File: config.mk
export PLATFORM = sky130hd
export DESIGN_NAME = flc_sum
export DESIGN_NICKNAME = d
export VERILOG_FILES = /design/src/design/flc_pkg.sv /design/src/design/flc_sum.sv
export SDC_FILE = /design/constraint.sdc
export NUM_CORES = 1
export LEC_CHECK = 0
export ABC_AREA = 1
export BUFFER_PORTS_ARGS = -buffer_cell sky130_fd_sc_hd__buf_2
export CORE_AREA = 2 2 217 219
export DETAILED_ROUTE_END_ITERATION = 10
export DIE_AREA = 0 0 219 221
export PLACE_DENSITY = 0.58
export SYNTH_ARGS = -nofsm -noshare
export SYNTH_HDL_FRONTEND = slang
export SYNTH_SLANG_ARGS = --single-unit
File: constraint.sdc
create_clock -name aclk -period 10.79 [get_ports aclk]
set_input_delay 1.079 -clock aclk [delete_from_list [all_inputs] [get_ports aclk]]
set_output_delay 1.079 -clock aclk [all_outputs]
set_load 0.03 [all_outputs]
File: src/design/flc_pkg.sv
// Shared types and constants for the full linear convolution block.
// Used by flc_front, flc_mult, flc_sum and full_linear_convolution_top.
// No dependencies.
package flc_pkg;

    // Default number of kernel taps, and the cap on results per flush
    localparam int TAPS_DEFAULT = 16;
    localparam int MAX_OUT      = 16;

    // Field widths
    localparam int SAMPLE_W = 16;
    localparam int PROD_W   = 32;
    localparam int VALUE_W  = 38;
    localparam int TC_W     = 5;

    localparam logic [TC_W-1:0] TAP_COUNT_RESET = 5'd16;

    // Command codes
    localparam logic CMD_COEF   = 1'b0;
    localparam logic CMD_SAMPLE = 1'b1;

    typedef logic signed [SAMPLE_W-1:0] q15_t;
    typedef logic signed [PROD_W-1:0]   prod_t;
    typedef logic signed [VALUE_W-1:0]  value_t;

    // Input transaction payload
    typedef struct packed {
        logic       cmd;
        logic [3:0] coef_index;
        q15_t       coef_value;
        q15_t       sample;
        logic       last_sample;
    } in_item_t;

    // Result transaction payload
    typedef struct packed {
        value_t value;
        logic   out_last;
    } out_item_t;

endpackage

File: src/design/flc_sum.sv
// Sum stage: balanced adder tree over the tap products into the result register.
// Depends on flc_pkg.
module flc_sum #(
    parameter int TAPS = flc_pkg::TAPS_DEFAULT
) (
    input  logic               aclk,
    input  logic               aresetn,
    input  logic               prod_valid,
    output logic               prod_ready,
    input  logic               prod_last,
    input  flc_pkg::prod_t     prod [TAPS],
    output logic               m_valid,
    input  logic               m_ready,
    output flc_pkg::out_item_t m_data
);
    import flc_pkg::*;

    localparam int LEVELS = (TAPS > 1) ? $clog2(TAPS) : 0;
    localparam int LEAVES = 1 << LEVELS;

    logic      m_valid_reg;
    out_item_t m_data_reg;
    value_t    tree [LEAVES];

    assign prod_ready = !m_valid_reg || m_ready;
    assign m_valid    = m_valid_reg;
    assign m_data     = m_data_reg;

    // Pairwise reduction, one level per pass
    always_comb begin
        for (int i = 0; i < LEAVES; i++) begin
            tree[i] = '0;
        end
        for (int i = 0; i < TAPS; i++) begin
            tree[i] = VALUE_W'(prod[i]);
        end
        for (int l = 0; l < LEVELS; l++) begin
            for (int i = 0; i < (LEAVES >> (l + 1)); i++) begin
                tree[i] = tree[2*i] + tree[2*i+1];
            end
        end
    end

    always_ff @(posedge aclk) begin
        if (!aresetn) begin
            m_valid_reg <= 1'b0;
        end else if (prod_ready) begin
            m_valid_reg <= prod_valid;
        end
    end

    always_ff @(posedge aclk) begin
        if (prod_ready && prod_valid) begin
            m_data_reg.value    <= tree[0];
            m_data_reg.out_last <= prod_last;
        end
    end

endmodule

# After elaboration in Yosys (flattened, before gate mapping)
# Cells that the tools add are included.
[op_classes] addsub=15 reduce_logical=3
[ops] operator="adder 32 x 32 -> 33 bit" count=8
[ops] operator="adder 33 x 33 -> 34 bit" count=4
[ops] operator="adder 34 x 34 -> 35 bit" count=2
[ops] operator="adder 35 x 35 -> 36 bit" count=1
[ops] operator="logical AND 1 bit" count=1
[ops] operator="zero test 1 bit" count=1
[ops] operator="logical OR 1 bit" count=1
[word_totals] reg_bits=40 out_inout_bits=41

# Longest topological paths before layout
[depth] depth_word=4 ltp_mapped=25 mapped_depth_nobuf=25

# Least setup slack after synthesis
# Ideal clock, no wire load.
[synth_timing] path_type="input to register" start="in prod[386] (netlist name)" end="reg m_data_reg (netlist bit m_data[33]) (data pin)" setup_time_ns=0.252 arrival_time_ns=5.544 t_required_ns=10.538 slack_ns=4.994 path_stages=22 path_buffers=0 path_cell_list="inv_1 -> fa_1 -> fa_1 -> inv_1 -> fa_1 -> fa_1 -> fa_1 -> inv_1 -> fa_1 -> inv_1 -> ha_1 -> fa_1 -> nand3_1 -> nand2_2 -> nand3_1 -> nand2_2 -> nand2_1 -> nand2_2 -> nand2_2 -> nand2_1 -> nand2_1 -> nand2_1"
[synth_lines] item="from (decl)" line="flc_sum.sv:11" rtl="input flc_pkg::prod_t prod [TAPS],"
[synth_lines] item="to (decl)" line="flc_sum.sv:22" rtl="out_item_t m_data_reg;"

==> summary.md <==
Wires add up to 41570 um. Of all nets on the critical path, the largest fanout is 4. The average footprint of a synthesized cell was 9.321 um^2.

The effective utilization at floorplan is 0.3314. The top cell types in the final layout, fill and taps aside, are sky130_fd_sc_hd__inv_1, sky130_fd_sc_hd__buf_2, sky130_fd_sc_hd__fa_1. 558 I/O pins were placed.

For the largest net degree at the start of global routing, the log shows 38. The run gives 0.1772 as the total routing resource utilization after global routing. The worst register-to-register path begins at m_valid$_SDFFE_PN0N_. The worst hold path passes through 2 cells.

The core region is 0.04606 mm^2. The overall die height works out to 221 um. Once the clock tree was built, the resizer swapped 0 gates to a different size. The sequential area share after synthesis was 0.07409; the number of buffers between clock root and the deepest sink was 2. The register with the most flip-flops in the layout has 37 of them.

Static timing analysis puts the maximum clock frequency at 0.1698 GHz. Synthesized flop and latch total: 38. Data on the critical path is required at its endpoint by 10.85 ns. The mux contribution to synthesized area works out to 0.

The number of clock buffers inserted by TritonCTS is 5, and the number of distinct library cells after synthesis is 25. After floorplanning, the core was divided into 79 placement rows. Adding up every negative setup slack in the final design gives 0 ns. The number of placed cells counting well taps was 2801.

The worst-margin pin slew is 0.6150 ns, and the detailed-route vias per instance is 4.139. The Yosys step of the flow raised 0 warnings. In this run the tool buffered the top-level ports with 557 buffer cells. The tools report the endpoint of the worst register-to-register path as m_data[8]$_DFFE_PP_.

The share of cells above drive strength 1 is 0.2703. The logs give 0 for the final number of hold-violating endpoints and 3215 for the total number of nets in the final design. The logs give 2 for the CTS H-tree depth and 13529 for the via count of the first global-routing pass. The area share of fa/ha/maj cells after synthesis is 0.6315. The remaining routing DRC violations is 0. The tools report the iteration count of the initial detailed-routing pass as 7. The worst hold path terminates at m_valid$_SDFFE_PN0N_. The number of routed nets with antenna violations was 0; the synthesized-area fraction occupied by ao, oa, aoi and oai cells was 0.02196.

For the number of diodes added for antenna fixing, the log shows 0. The fraction of the cycle the final worst path needs is 0.5457. The logs give 0 for the buffer count from post-CTS setup fixing and 0.29 ns for the clock latency at the later pin of the worst-skew pair. By area, the combinational part of the netlist is dominated by adder cells. The simple-gate portion of the synthesized area came out at 0.07622. Relative to the synthesized area, the layout overhead comes to 24.30%.

The clock-pin slew on the worst setup and hold paths is 0.07 ns, and the number of antenna violations at the first check in global routing is 2. The first global-routing pass estimated 67230 um of wire. In this run the clock root is driven by a sky130_fd_sc_hd__clkbuf_16.

The count of cells in the finished layout, fillers not included, comes to 2808. The count of cells along the worst register-to-register path is 2. The library cell used most frequently in the layout, excluding fill and tap cells, is sky130_fd_sc_hd__inv_1. The detailed router placed 11621 vias in this run. The congestion estimate from routability-driven global placement came to 0.8630.

TritonCTS built the clock tree. The tools report the area enclosed by the die boundary as 0.04840 mm^2. The number of nets in the synthesized netlist is 2652.

After legalization and detailed placement, the total HPWL measured 40400 um. In this run the most critical hold path is launched from m_valid$_SDFFE_PN0N_. The worst register-to-register path has a setup slack of 9.39 ns. Hold repair after CTS inserted 0 buffers.

Startpoint type of the worst setup path: an input port. The flow ran to the end, and the final reports show no timing, DRC or antenna violations. The cell area after synthesis came out at 0.01527 mm^2. Setup violations remaining at the end of the flow were counted as 0. Setup repair after global routing left no endpoint under its margin.

The worst hold path belongs to the class reg -> reg. The worst path arrival time was 5.95 ns; the count of maximum capacitance violations was 0. On the final layout, the worst clock skew is 0.007234 ns.

The tools report the initial detailed-routing violation count as 429. The post-synthesis instance total came out at 1638. The parity-gate share of the synthesized area counting xor and xnor cells came out at 0.01205. The total count of max-transition violations in the final report came out at 0. The critical path capture point type is a flip-flop. The number of clock sinks seen by CTS is 38, and the post-detailed-route wirelength per cell is 14.80 um.

After global routing the overflow that remains totals 0. The setup path with the least slack is of type in -> reg. The die span in x is 219 um, and the headroom to the max-slew limit is 0.5900. The post-layout minimum cycle time is 5.888 ns.
==> cell usage after synthesis <==
cell type	n	area, um^2
sky130_fd_sc_hd__nand2_4	1	11.26
sky130_fd_sc_hd__nor2_2	5	31.28
sky130_fd_sc_hd__nor2_1	50	187.7
sky130_fd_sc_hd__buf_4	2	15.01
sky130_fd_sc_hd__fa_1	456	9129
sky130_fd_sc_hd__a21boi_0	1	7.510
sky130_fd_sc_hd__ha_1	41	513.0
sky130_fd_sc_hd__nand2_2	18	112.6
sky130_fd_sc_hd__nand4_1	6	37.54
sky130_fd_sc_hd__xnor2_1	3	26.28
sky130_fd_sc_hd__dfxtp_1	1	20.02
sky130_fd_sc_hd__nand3_2	2	20.02
sky130_fd_sc_hd__edfxtp_1	37	1111
sky130_fd_sc_hd__nor3_2	1	10.01
sky130_fd_sc_hd__nand2_1	159	596.8
sky130_fd_sc_hd__nand3_1	21	105.1
sky130_fd_sc_hd__a21oi_1	35	175.2
sky130_fd_sc_hd__nor2_4	1	11.26
sky130_fd_sc_hd__inv_1	745	2796
sky130_fd_sc_hd__nor3_1	8	40.04
sky130_fd_sc_hd__a21oi_2	2	17.52
sky130_fd_sc_hd__o21ai_0	21	105.1
sky130_fd_sc_hd__xor2_1	18	157.7
sky130_fd_sc_hd__o21bai_1	3	22.52
sky130_fd_sc_hd__a21o_1	1	7.510
==> how the worst max path moves through the flow <==
stage | slack (ns) | from | end | cells past startpoint
after floorplan | 4.99 | prod[386] | m_data[33]$_DFFE_PP_ | 22
after CTS | 4.91 | prod[194] | m_data[27]$_DFFE_PP_ | 23
after global placement | 4.65 | prod[386] | m_data[35]$_DFFE_PP_ | 23
after global routing | 4.67 | prod[194] | m_data[33]$_DFFE_PP_ | 23
after detailed placement | 4.59 | prod[194] | m_data[35]$_DFFE_PP_ | 23
final | 4.90 | prod[386] | m_data[35]$_DFFE_PP_ | 23
==> final cells by class <==
class / instances / area (um^2)
fill: 4692 / 27080
multi-input combinational: 853 / 11340
inverter: 745 / 2796
timing repair buffer: 558 / 2795
sequential: 38 / 1131
tap: 607 / 759.5
clock buffer: 5 / 125.1
clock inverter: 2 / 33.78
==> critical path, stage by stage <==
cell,delay (ns)
sky130_fd_sc_hd__buf_2,0.07
sky130_fd_sc_hd__inv_1,0.05
sky130_fd_sc_hd__fa_1,0.50
sky130_fd_sc_hd__fa_1,0.56
sky130_fd_sc_hd__inv_1,0.06
sky130_fd_sc_hd__fa_1,0.48
sky130_fd_sc_hd__fa_1,0.51
sky130_fd_sc_hd__fa_1,0.49
sky130_fd_sc_hd__inv_1,0.05
sky130_fd_sc_hd__fa_1,0.48
sky130_fd_sc_hd__inv_1,0.04
sky130_fd_sc_hd__ha_1,0.24
sky130_fd_sc_hd__fa_1,0.50
sky130_fd_sc_hd__nand3_1,0.13
sky130_fd_sc_hd__nand2_2,0.09
sky130_fd_sc_hd__nand2_1,0.09
sky130_fd_sc_hd__nand2_2,0.08
sky130_fd_sc_hd__nand2_1,0.08
sky130_fd_sc_hd__nand2_2,0.10
sky130_fd_sc_hd__nand2_1,0.11
sky130_fd_sc_hd__nand2_1,0.05
sky130_fd_sc_hd__nand2_1,0.05
sky130_fd_sc_hd__nand2_1,0.04
==> logic make-up after synthesis <==
logic type,after synthesis
DFF,38
and+or+nand+nor,272
xor gates and xnor gates,21
buffers and inverters,747
adders and majority gates,497
AOI/OAI and AO/OA,63
==> stage by stage <==
step | cell area (um^2) | hold slack (ns) | util | setup WS [ns]
6_report | 18980 | 0.5520 | 0.4120 | 4.902
5_1_grt | 18980 | 0.5984 | 0.4120 | 4.672
4_1_cts | 18980 | 0.5554 | 0.4120 | 4.906
3_5_place_dp | 18820 | 0.5458 | 0.4085 | 4.590
3_3_place_gp | 18820 | 0.5275 | 0.4085 | 4.651
2_1_floorplan | 15270 | 0.8612 | - | 4.994
==> layer usage <==
layer / part of all wire / vias up / GRT usage / wire, um
li1: - / 5486 / - / -
met1: 0.38 / 5718 / 0.2129 / 15980
met2: 0.54 / 380 / 0.3347 / 22310
met3: 0.059 / 35 / 0.02309 / 2443
met4: 0.020 / 2 / 0.03662 / 825
met5: 0.00017 / - / 0 / 7
Power is left out: the tool's default activity adds up to more than one toggle a clock period on the data nets, which glitch-free logic cannot reach.
