[config.mk]
export PLATFORM = sky130hd
export DESIGN_NAME = flc_front
export DESIGN_NICKNAME = d
export VERILOG_FILES = /design/src/design/flc_pkg.sv /design/src/design/flc_front.sv
export SDC_FILE = /design/constraint.sdc
export NUM_CORES = 1
export LEC_CHECK = 0
export BUFFER_PORTS_ARGS = -buffer_cell sky130_fd_sc_hd__clkbuf_2
export CAP_MARGIN = 15
export CORE_MARGIN = 2
export CORE_UTILIZATION = 40
export CTS_CLUSTER_DIAMETER = 150
export DETAILED_ROUTE_END_ITERATION = 7
export GPL_TIMING_DRIVEN = 1
export PLACE_DENSITY_LB_ADDON = 0.12
export SLEW_MARGIN = 30
export SYNTH_ARGS = -nofsm -noshare
export SYNTH_HDL_FRONTEND = slang
export SYNTH_SLANG_ARGS = --single-unit
[constraint.sdc]
create_clock -name aclk -period 58 [get_ports aclk]
set_clock_uncertainty 0.15 [all_clocks]
set_input_delay 11.6 -clock aclk [delete_from_list [all_inputs] [get_ports aclk]]
set_output_delay 11.6 -clock aclk [all_outputs]
set_load 0.01 [all_outputs]
[src/design/flc_pkg.sv]
// Shared types and constants for the full linear convolution block.
// Used by flc_front, flc_mult, flc_sum and full_linear_convolution_top.
// No dependencies.
package flc_pkg;

    // Default number of kernel taps, and the cap on results per flush
    localparam int TAPS_DEFAULT = 16;
    localparam int MAX_OUT      = 16;

    // Field widths
    localparam int SAMPLE_W = 16;
    localparam int PROD_W   = 32;
    localparam int VALUE_W  = 38;
    localparam int TC_W     = 5;

    localparam logic [TC_W-1:0] TAP_COUNT_RESET = 5'd16;

    // Command codes
    localparam logic CMD_COEF   = 1'b0;
    localparam logic CMD_SAMPLE = 1'b1;

    typedef logic signed [SAMPLE_W-1:0] q15_t;
    typedef logic signed [PROD_W-1:0]   prod_t;
    typedef logic signed [VALUE_W-1:0]  value_t;

    // Input transaction payload
    typedef struct packed {
        logic       cmd;
        logic [3:0] coef_index;
        q15_t       coef_value;
        q15_t       sample;
        logic       last_sample;
    } in_item_t;

    // Result transaction payload
    typedef struct packed {
        value_t value;
        logic   out_last;
    } out_item_t;

endpackage

[src/design/flc_front.sv]
// Front end: tap count register, coefficient store, delay line and tail flush
// sequencer. Emits one job (sample window plus masked coefficients) per result.
// Depends on flc_pkg.
module flc_front #(
    parameter int TAPS = flc_pkg::TAPS_DEFAULT
) (
    input  logic                       aclk,
    input  logic                       aresetn,
    input  logic                       cfg_wr_en,
    input  logic [flc_pkg::TC_W-1:0]   cfg_wr_data,
    input  logic                       s_valid,
    output logic                       s_ready,
    input  flc_pkg::in_item_t          s_data,
    output logic                       job_valid,
    input  logic                       job_ready,
    output logic                       job_last,
    output flc_pkg::q15_t              job_dl [TAPS],
    output flc_pkg::q15_t              job_cf [TAPS]
);
    import flc_pkg::*;

    localparam int IDX_W = (TAPS > 1) ? $clog2(TAPS) : 1;
    localparam int EXT_W = (IDX_W > 4) ? IDX_W : 4;
    localparam int CAP   = (TAPS < MAX_OUT) ? TAPS : MAX_OUT;

    // Clamp the register to the usable tap range
    function automatic logic [TC_W-1:0] taps_in_use(input logic [TC_W-1:0] tc);
        logic [TC_W-1:0] n;
        n = tc;
        if (n == '0) begin
            n = TC_W'(1);
        end
        if (int'(n) > CAP) begin
            n = TC_W'(CAP);
        end
        return n;
    endfunction

    logic [TC_W-1:0] tap_count_reg;
    q15_t            coef_reg [TAPS];
    q15_t            dl_reg   [TAPS];
    q15_t            dl_next  [TAPS];
    logic            flush_reg, flush_next;
    logic [TC_W-1:0] remain_reg, remain_next;
    logic [TC_W-1:0] n_reg, n_next;

    logic            job_valid_reg;
    logic            job_last_reg;
    q15_t            job_dl_reg [TAPS];
    q15_t            job_cf_reg [TAPS];

    logic            job_free;
    logic            accept;
    logic            sample_acc;
    logic            coef_acc;
    logic            emit;
    logic            emit_last;
    logic [TC_W-1:0] taps_now;
    logic [TC_W-1:0] n_sel;
    logic [EXT_W-1:0] idx_ext;
    q15_t            shifted   [TAPS];
    q15_t            masked_cf [TAPS];

    assign job_free  = !job_valid_reg || job_ready;
    assign s_ready   = !flush_reg && job_free;
    assign accept    = s_valid && s_ready;
    assign idx_ext   = EXT_W'(s_data.coef_index);
    assign coef_acc  = accept && (s_data.cmd == CMD_COEF) && (int'(s_data.coef_index) < TAPS);
    assign sample_acc = accept && (s_data.cmd == CMD_SAMPLE);

    assign job_valid = job_valid_reg;
    assign job_last  = job_last_reg;
    assign job_dl    = job_dl_reg;
    assign job_cf    = job_cf_reg;

    // Next window, coefficient snapshot and flush sequencing
    always_comb begin
        taps_now = taps_in_use(tap_count_reg);
        n_sel    = flush_reg ? n_reg : taps_now;

        shifted[0] = flush_reg ? q15_t'(0) : s_data.sample;
        for (int k = 1; k < TAPS; k++) begin
            shifted[k] = dl_reg[k-1];
        end
        for (int k = 0; k < TAPS; k++) begin
            masked_cf[k] = (k < int'(n_sel)) ? coef_reg[k] : q15_t'(0);
        end

        dl_next     = dl_reg;
        flush_next  = flush_reg;
        remain_next = remain_reg;
        n_next      = n_reg;
        emit        = 1'b0;
        emit_last   = 1'b0;

        if (flush_reg && job_free) begin
            // tail result: shift a zero in
            emit        = 1'b1;
            dl_next     = shifted;
            remain_next = remain_reg - TC_W'(1);
            if (remain_reg == TC_W'(1)) begin
                emit_last  = 1'b1;
                dl_next    = '{default: '0};
                flush_next = 1'b0;
            end
        end else if (sample_acc) begin
            emit    = 1'b1;
            dl_next = shifted;
            if (s_data.last_sample) begin
                if (taps_now == TC_W'(1)) begin
                    emit_last = 1'b1;
                    dl_next   = '{default: '0};
                end else begin
                    flush_next  = 1'b1;
                    remain_next = taps_now - TC_W'(1);
                    n_next      = taps_now;
                end
            end
        end
    end

    // Control and state registers
    always_ff @(posedge aclk) begin
        if (!aresetn) begin
            tap_count_reg <= TAP_COUNT_RESET;
            flush_reg     <= 1'b0;
            remain_reg    <= '0;
            n_reg         <= '0;
            job_valid_reg <= 1'b0;
            dl_reg        <= '{default: '0};
            coef_reg      <= '{default: '0};
        end else begin
            if (cfg_wr_en) begin
                tap_count_reg <= cfg_wr_data;
            end
            if (coef_acc) begin
                coef_reg[idx_ext[IDX_W-1:0]] <= s_data.coef_value;
            end
            flush_reg  <= flush_next;
            remain_reg <= remain_next;
            n_reg      <= n_next;
            dl_reg     <= dl_next;
            if (job_free) begin
                job_valid_reg <= emit;
            end
        end
    end

    // Job payload
    always_ff @(posedge aclk) begin
        if (job_free && emit) begin
            job_last_reg <= emit_last;
            job_dl_reg   <= shifted;
            job_cf_reg   <= masked_cf;
        end
    end

endmodule

# --- Word level (Yosys, flattened, before mapping) ---
# Index checks and enable logic that the tools add are counted.
word_totals:
  reg_bits: 1026
  latch_bits: 0
  ramBits: 0
  rom_bits: 0
  inputBits: 48
  out_inout_bits: 515
  word_cells: 142
  memories: 0
op_classes:
  add_sub_neg: 2
  n_mul: 0
  n_div: 0
  order_cmp: 19
  eq_ne: 4
  shift: 0
  muxes: 28
  n_bitwise: 4
  reduce_logical: 16
op_table:
  columns: ["op", "count"]
  rows:
  - ["$mux 256", 5]
  - ["$bwmux 256", 1]
  - ["$demux 16 s4", 1]
  - ["$lt 4x5->1 const A", 8]
  - ["$mux 5", 7]
  - ["$mux 16", 2]
  - ["$lt 3x5->1 const A", 4]
  - ["$mux 1", 12]
  - ["$eq 5x1->1 const B", 2]
  - ["$lt 1x5->1 const A", 2]
  - ["$lt 2x5->1 const A", 2]
  - ["$sub 5x1->5 const B", 2]
  - ["$reduce_and 4->1", 2]
  - ["$logic_and 1x1->1", 7]
  - ["$ge 5x5->1 const B", 1]
  - ["$gt 5x5->1 const B", 1]
  - ["$logic_not 5->1", 1]
  - ["$lt 5x1->1 const B", 1]
  - ["$not 4->5", 1]
  - ["$reduce_bool 2->1", 2]
  - ["$not 1->1", 3]
  - ["$reduce_and 3->1", 1]
  - ["$logic_not 1->1", 2]
  - ["$ne 2x1->1 const B", 1]
  - ["other kinds (2)", 2]

# --- Logic depth before layout (Yosys ltp) ---
logic_depth:
  word_depth: 9
  mapped_depth: 11

# --- Least setup slack after synthesis ---
# Ideal clock, no wire load.
synth_path:
  path_kind: "input-to-reg"
  from: "in job_ready"
  to: "reg job_cf_reg, in the netlist job_cf[0], enable pin"
  t_arrival_ps: 26490
  t_required_ps: 56773
  setup_slack_ps: 30283
  path_stages: 7
  path_cell_list: "nor2b_1 -> buf_2 -> or2_2 -> clkbuf_1 -> inv_1 -> buf_2 -> clkbuf_1"
synth_via:
  elab_chain_len: 7
  word_cells_on_any_way: 8
  cone_classes: "mux: 2; reduce/logical: 6"
synth_rtl:
  columns: ["element", "line_no", "rtl"]
  rows:
  - ["start, declared", "flc_front.sv:15", "input logic job_ready,"]
  - ["$logic_or 1x1->1 (*)", "flc_front.sv:64", "assign job_free = !job_valid_reg || job_ready;"]
  - ["$logic_and 1x1->1", "flc_front.sv:65", "assign s_ready = !flush_reg && job_free;"]
  - ["$logic_and 1x1->1", "flc_front.sv:66", "assign accept = s_valid && s_ready;"]
  - ["$logic_and 1x1->1", "flc_front.sv:69", "assign sample_acc = accept && (s_data.cmd == CMD_SAMPLE);"]
  - ["$mux 1", "flc_front.sv:106", "end else if (sample_acc) begin"]
  - ["$mux 1", "flc_front.sv:96", "if (flush_reg && job_free) begin"]
  - ["$logic_and 1x1->1 (*)", "flc_front.sv:151", "if (job_free && emit) begin"]
  - ["end signal, assigned", "flc_front.sv:154", "job_cf_reg <= masked_cf;"]
  - ["end, declared", "flc_front.sv:50", "q15_t job_cf_reg [TAPS];"]
# Mark *: on every way between the ends. The rest lies on a longest branch, timed or not.
# A chain may end at the register's enable or synchronous reset.

# --- Final worst setup path ---
layout_path:
  from: "in job_ready"
  to: "out s_ready"
layout_via:
  elab_chain_len: 2
layout_rtl:
  columns: ["element", "line_no", "rtl"]
  rows:
  - ["$logic_or 1x1->1", "flc_front.sv:64", null]
  - ["$logic_and 1x1->1", "flc_front.sv:65", null]
  - ["end, declared", "flc_front.sv:12", "output logic s_ready,"]
# No other way between the ends.

==> run_results.csv <==
group,metric,value,unit
pwr,p_seq_frac,0.504,
route,avgRoutedWirePerCell,21.76,um
logic_synthesis,synthesis.area_per_instance,13.27,um2
worst_setup_path,required_time_of_the_worst_setup_path,46.25,ns
cells_and_area,finalCoreUtilization,0.4871,
clocking,postCtsSetupBuffers,0,
pwr,ir_worst_vdd,0.02346,mV
logic_synthesis,postSynth.asyncResetShare,0,
logic_synthesis,synth_cells,2663,
clocking,clk-insertion-delay-late,0.68,ns
pwr,power.share.clock,0.433,
worst_setup_path,cp_num_buf_inv,2,
min_path,min-delay-path-class,"reg -> reg",
clocking,clock_tree.root_cell,"sky130_fd_sc_hd__clkbuf_16",
worst_setup_path,critical_path.most_common_cell,"sky130_fd_sc_hd__clkbuf_2",
clocking,postCtsResizedCells,0,
place,placed_cell_area,0.03920,mm2
place,global_placement_routability_congestion,0.8240,
cells_and_area,final_layout_size_suffix_gt1_frac,0.2433,
route,drt_pass1_iterations,5,
grt,grt_start_max_net_pins,212,
logic_synthesis,synthDistinctLibCells,63,
floorplanning,start_util,0.4018,
place,pre_cts_slack,33.63,ns
route,routed_wirelength,96540,um
route,detailedRoute.firstIterationViolations,1327,
sta,grt_setup_unrepaired,"no",
worst_setup_path,delay_of_the_slowest_cell_on_the_worst_path,0.54,ns
worst_setup_path,cp.arrival,12.60,ns
pwr,power.net_switching,0.3778,mW
worst_setup_path,crit_path_top_delay_cell,"sky130_fd_sc_hd__nor2b_2",
pwr,cellInternalPower,1.210,mW
cells_and_area,footprint_of_the_multi_input_gates,0.008947,mm2
grt,global_route_met3_usage,0.05396,
grt,grt_first_pass_wirelength,139400,um
logic_synthesis,synth_edf_count,513,
worst_setup_path,cp-end-kind,"output pin",
grt,grt-busiest-layer,"met2",
logic_synthesis,synth.yosys.seq_area_share,0.7264,
clocking,max-clock-path-buffers,3,
sta,tns_setup,0,ns
place,place_inst,4232,
sta,final.period_utilization,0.4198,
route,vias,22320,
worst_setup_path,timing.critical_path.fanout_max,10,
grt,grt_antenna_before_repair,10,
flow_run,maxCapViolCount,0,
logic_synthesis,synth_area_leader_cell,"sky130_fd_sc_hd__edfxtp_1",
place,place_hpwl,64020,um
clocking,htreeDepth,3,
clocking,cts-buffers-inserted,105,
worst_setup_path,cpLargestDelayFamily,"simple AND/OR/NAND/NOR gates",
cells_and_area,fill_cells,7751,
place,place.port_buffers,562,
cells_and_area,synthToLayoutAreaGrowth,21.23,%
clocking,clkTransAtPathRegs,0.06,ns
floorplanning,dieArea,0.09076,mm2
clocking,tritoncts,"built",
floorplanning,design.core.area,0.08797,mm2
cells_and_area,fin_area,0.04285,mm2
clocking,cts-hold-fix-buffers,0,
cells_and_area,layout.cells.non_filler,4437,
logic_synthesis,yosys-top-cells-area,"sky130_fd_sc_hd__edfxtp_1 44%, sky130_fd_sc_hd__dfxtp_1 29%, sky130_fd_sc_hd__mux2i_1 7.5%",
grt,grtUsageTotal,0.2058,
logic_synthesis,synth.top_cell.area_share,0.4358,
sta,max_freq,41.07,MHz
pwr,netSwitchingFraction,0.2380,
floorplanning,fp-row-count,109,
sta,final-setup-viol-count,0,
logic_synthesis,ys_dominant_reg_cell,"sky130_fd_sc_hd__edfxtp_1",
clocking,cts_sinks,1026,
pwr,combinationalPowerShare,0.063,
cells_and_area,area.sequential,0.02568,mm2
floorplanning,io-pin-count,563,
grt,use_met1,0.2528,
sta,final_hold_viol_count,0,
logic_synthesis,ys.warnings.count,0,
sta,post-route-min-period,24.35,ns
route,detail_route.vias_per_cell,5.031,
floorplanning,die_x,301.3,um
grt,globalRouteOverflowTotal,0,
grt,met2_usage,0.3502,
cells_and_area,finish.net_count,3227,
route,route.detailed.drc,0,
logic_synthesis,synth_nets,2715,
sta,worst_pin_slew,0.9341,ns
worst_setup_path,critical_path_class,"in -> out",
logic_synthesis,synth.ff_latch_count,1026,
pwr,pwr_density_cell,37.04,mW/mm2
sta,timing.final.max_slew_violations,0,
grt,grt_pass1_vias,21990,
floorplanning,die_height,301.3,um
route,detail-route-antenna-nets,0,
sta,final.setup.worst_slack,33.65,ns
sta,maxSlewHeadroom,0.3773,
worst_setup_path,worstSetupStartpointType,"input pin",
pwr,reported_leakage_power,17.51,nW
run_status,run_status,"completed",
logic_synthesis,synth.cell_area,0.03535,mm2
worst_setup_path,timing.critical_path.cells,"clkbuf_2, nor2b_2, nor2_1, clkbuf_2",
[path summary, 6_finish.rpt]
| kind | startpoint | slack [ns] | depth (start not counted) | endpoint |
|---|---|---|---|---|
| setup / recovery | job_ready | 33.65 | 4 | s_ready |
| hold / removal | dl_reg[113] | 0.25 | 0 | job_dl[97] |
| setup reg to reg | tap_count_reg[2] | 54.12 | 9 | dl_reg[24] |
| hold reg to reg | dl_reg[113] | 0.25 | 0 | job_dl[97] |
[logic make-up after synthesis]
family,after synthesis,share of synthesized area
adder cells (fa/ha/maj),4,0.001416
buffers and inverters,193,0.02266
AND/OR/NAND/NOR,898,0.1233
AO/OA/AOI/OAI,276,0.05098
XOR/XNOR,2,0.0004957
multiplexers,264,0.07476
flip-flops,1026,0.7264
[layout make-up]
| class | instances | area share |
|---|---|---|
| flip-flops and latches | 1026 | 0.5992 |
| multi-input cells | 1444 | 0.2088 |
| repair buffers | 592 | 0.07300 |
| clock buffers | 132 | 0.06704 |
| well taps | 1165 | 0.03402 |
| clock inverters | 68 | 0.01699 |
| inverters | 6 | 0.0007008 |
| diodes | 4 | 0.0002336 |
[synthesized netlist by cell type, drive strengths merged (4+ instances only)]
cell	n
nor2	11
o21ai	21
nor3b	5
a22oi	18
a21oi	4
mux2i	264
inv	6
o22ai	210
nor3	5
nand4	5
nand2	519
buf	54
and2	163
nand3	25
nand2b	4
ha	4
nor2b	92
and3	52
clkbuf	133
nor4b	4
a21boi	4
dfxtp	513
edfxtp	513
[per-layer routing]
metal / wire [um] / up-vias
li1: - / 10490
met1: 38540 / 10990
met2: 47830 / 691
met3: 7249 / 153
met4: 2916 / 2
met5: 11 / -
[power by group through the flow]
stage / Combinational [mW] / Clock, mW / Sequential [mW]
after floorplan: 0.0407 / 0 / 0.842
after global placement: 0.0999 / 0 / 0.815
after detailed placement: 0.101 / 0 / 0.816
after CTS: 0.102 / 0.704 / 0.800
after global routing: 0.108 / 0.733 / 0.802
final: 0.100 / 0.688 / 0.800
[layout by cell type (no fill, tap or decap), types with 9 or more instances in the layout]
| cell | instances |
|---|---|
| sky130_fd_sc_hd__dfxtp_1 | 512 |
| sky130_fd_sc_hd__nor2_1 | 10 |
| sky130_fd_sc_hd__nor2b_1 | 91 |
| sky130_fd_sc_hd__clkbuf_16 | 108 |
| sky130_fd_sc_hd__bufinv_16 | 9 |
| sky130_fd_sc_hd__clkinv_1 | 20 |
| sky130_fd_sc_hd__nand2_1 | 504 |
| sky130_fd_sc_hd__edfxtp_1 | 513 |
| sky130_fd_sc_hd__o21ai_0 | 18 |
| sky130_fd_sc_hd__clkbuf_1 | 16 |
| sky130_fd_sc_hd__o22ai_1 | 210 |
| sky130_fd_sc_hd__nand3_1 | 20 |
| sky130_fd_sc_hd__and3_1 | 51 |
| sky130_fd_sc_hd__buf_4 | 22 |
| sky130_fd_sc_hd__clkbuf_2 | 561 |
| sky130_fd_sc_hd__a22oi_1 | 18 |
| sky130_fd_sc_hd__nand2_2 | 15 |
| sky130_fd_sc_hd__clkinv_2 | 21 |
| sky130_fd_sc_hd__mux2i_1 | 263 |
| sky130_fd_sc_hd__and2_1 | 162 |
[through the flow]
step / power [mW] / hold WS, ns
after floorplan: 0.8832 / 0.2579
after global placement: 0.9152 / 0.2609
after detailed placement: 0.9170 / 0.2625
after CTS: 1.606 / 0.2503
after global routing: 1.642 / 0.2564
final: 1.587 / 0.2522
Note: power is estimated with default switching activity, not from simulation.
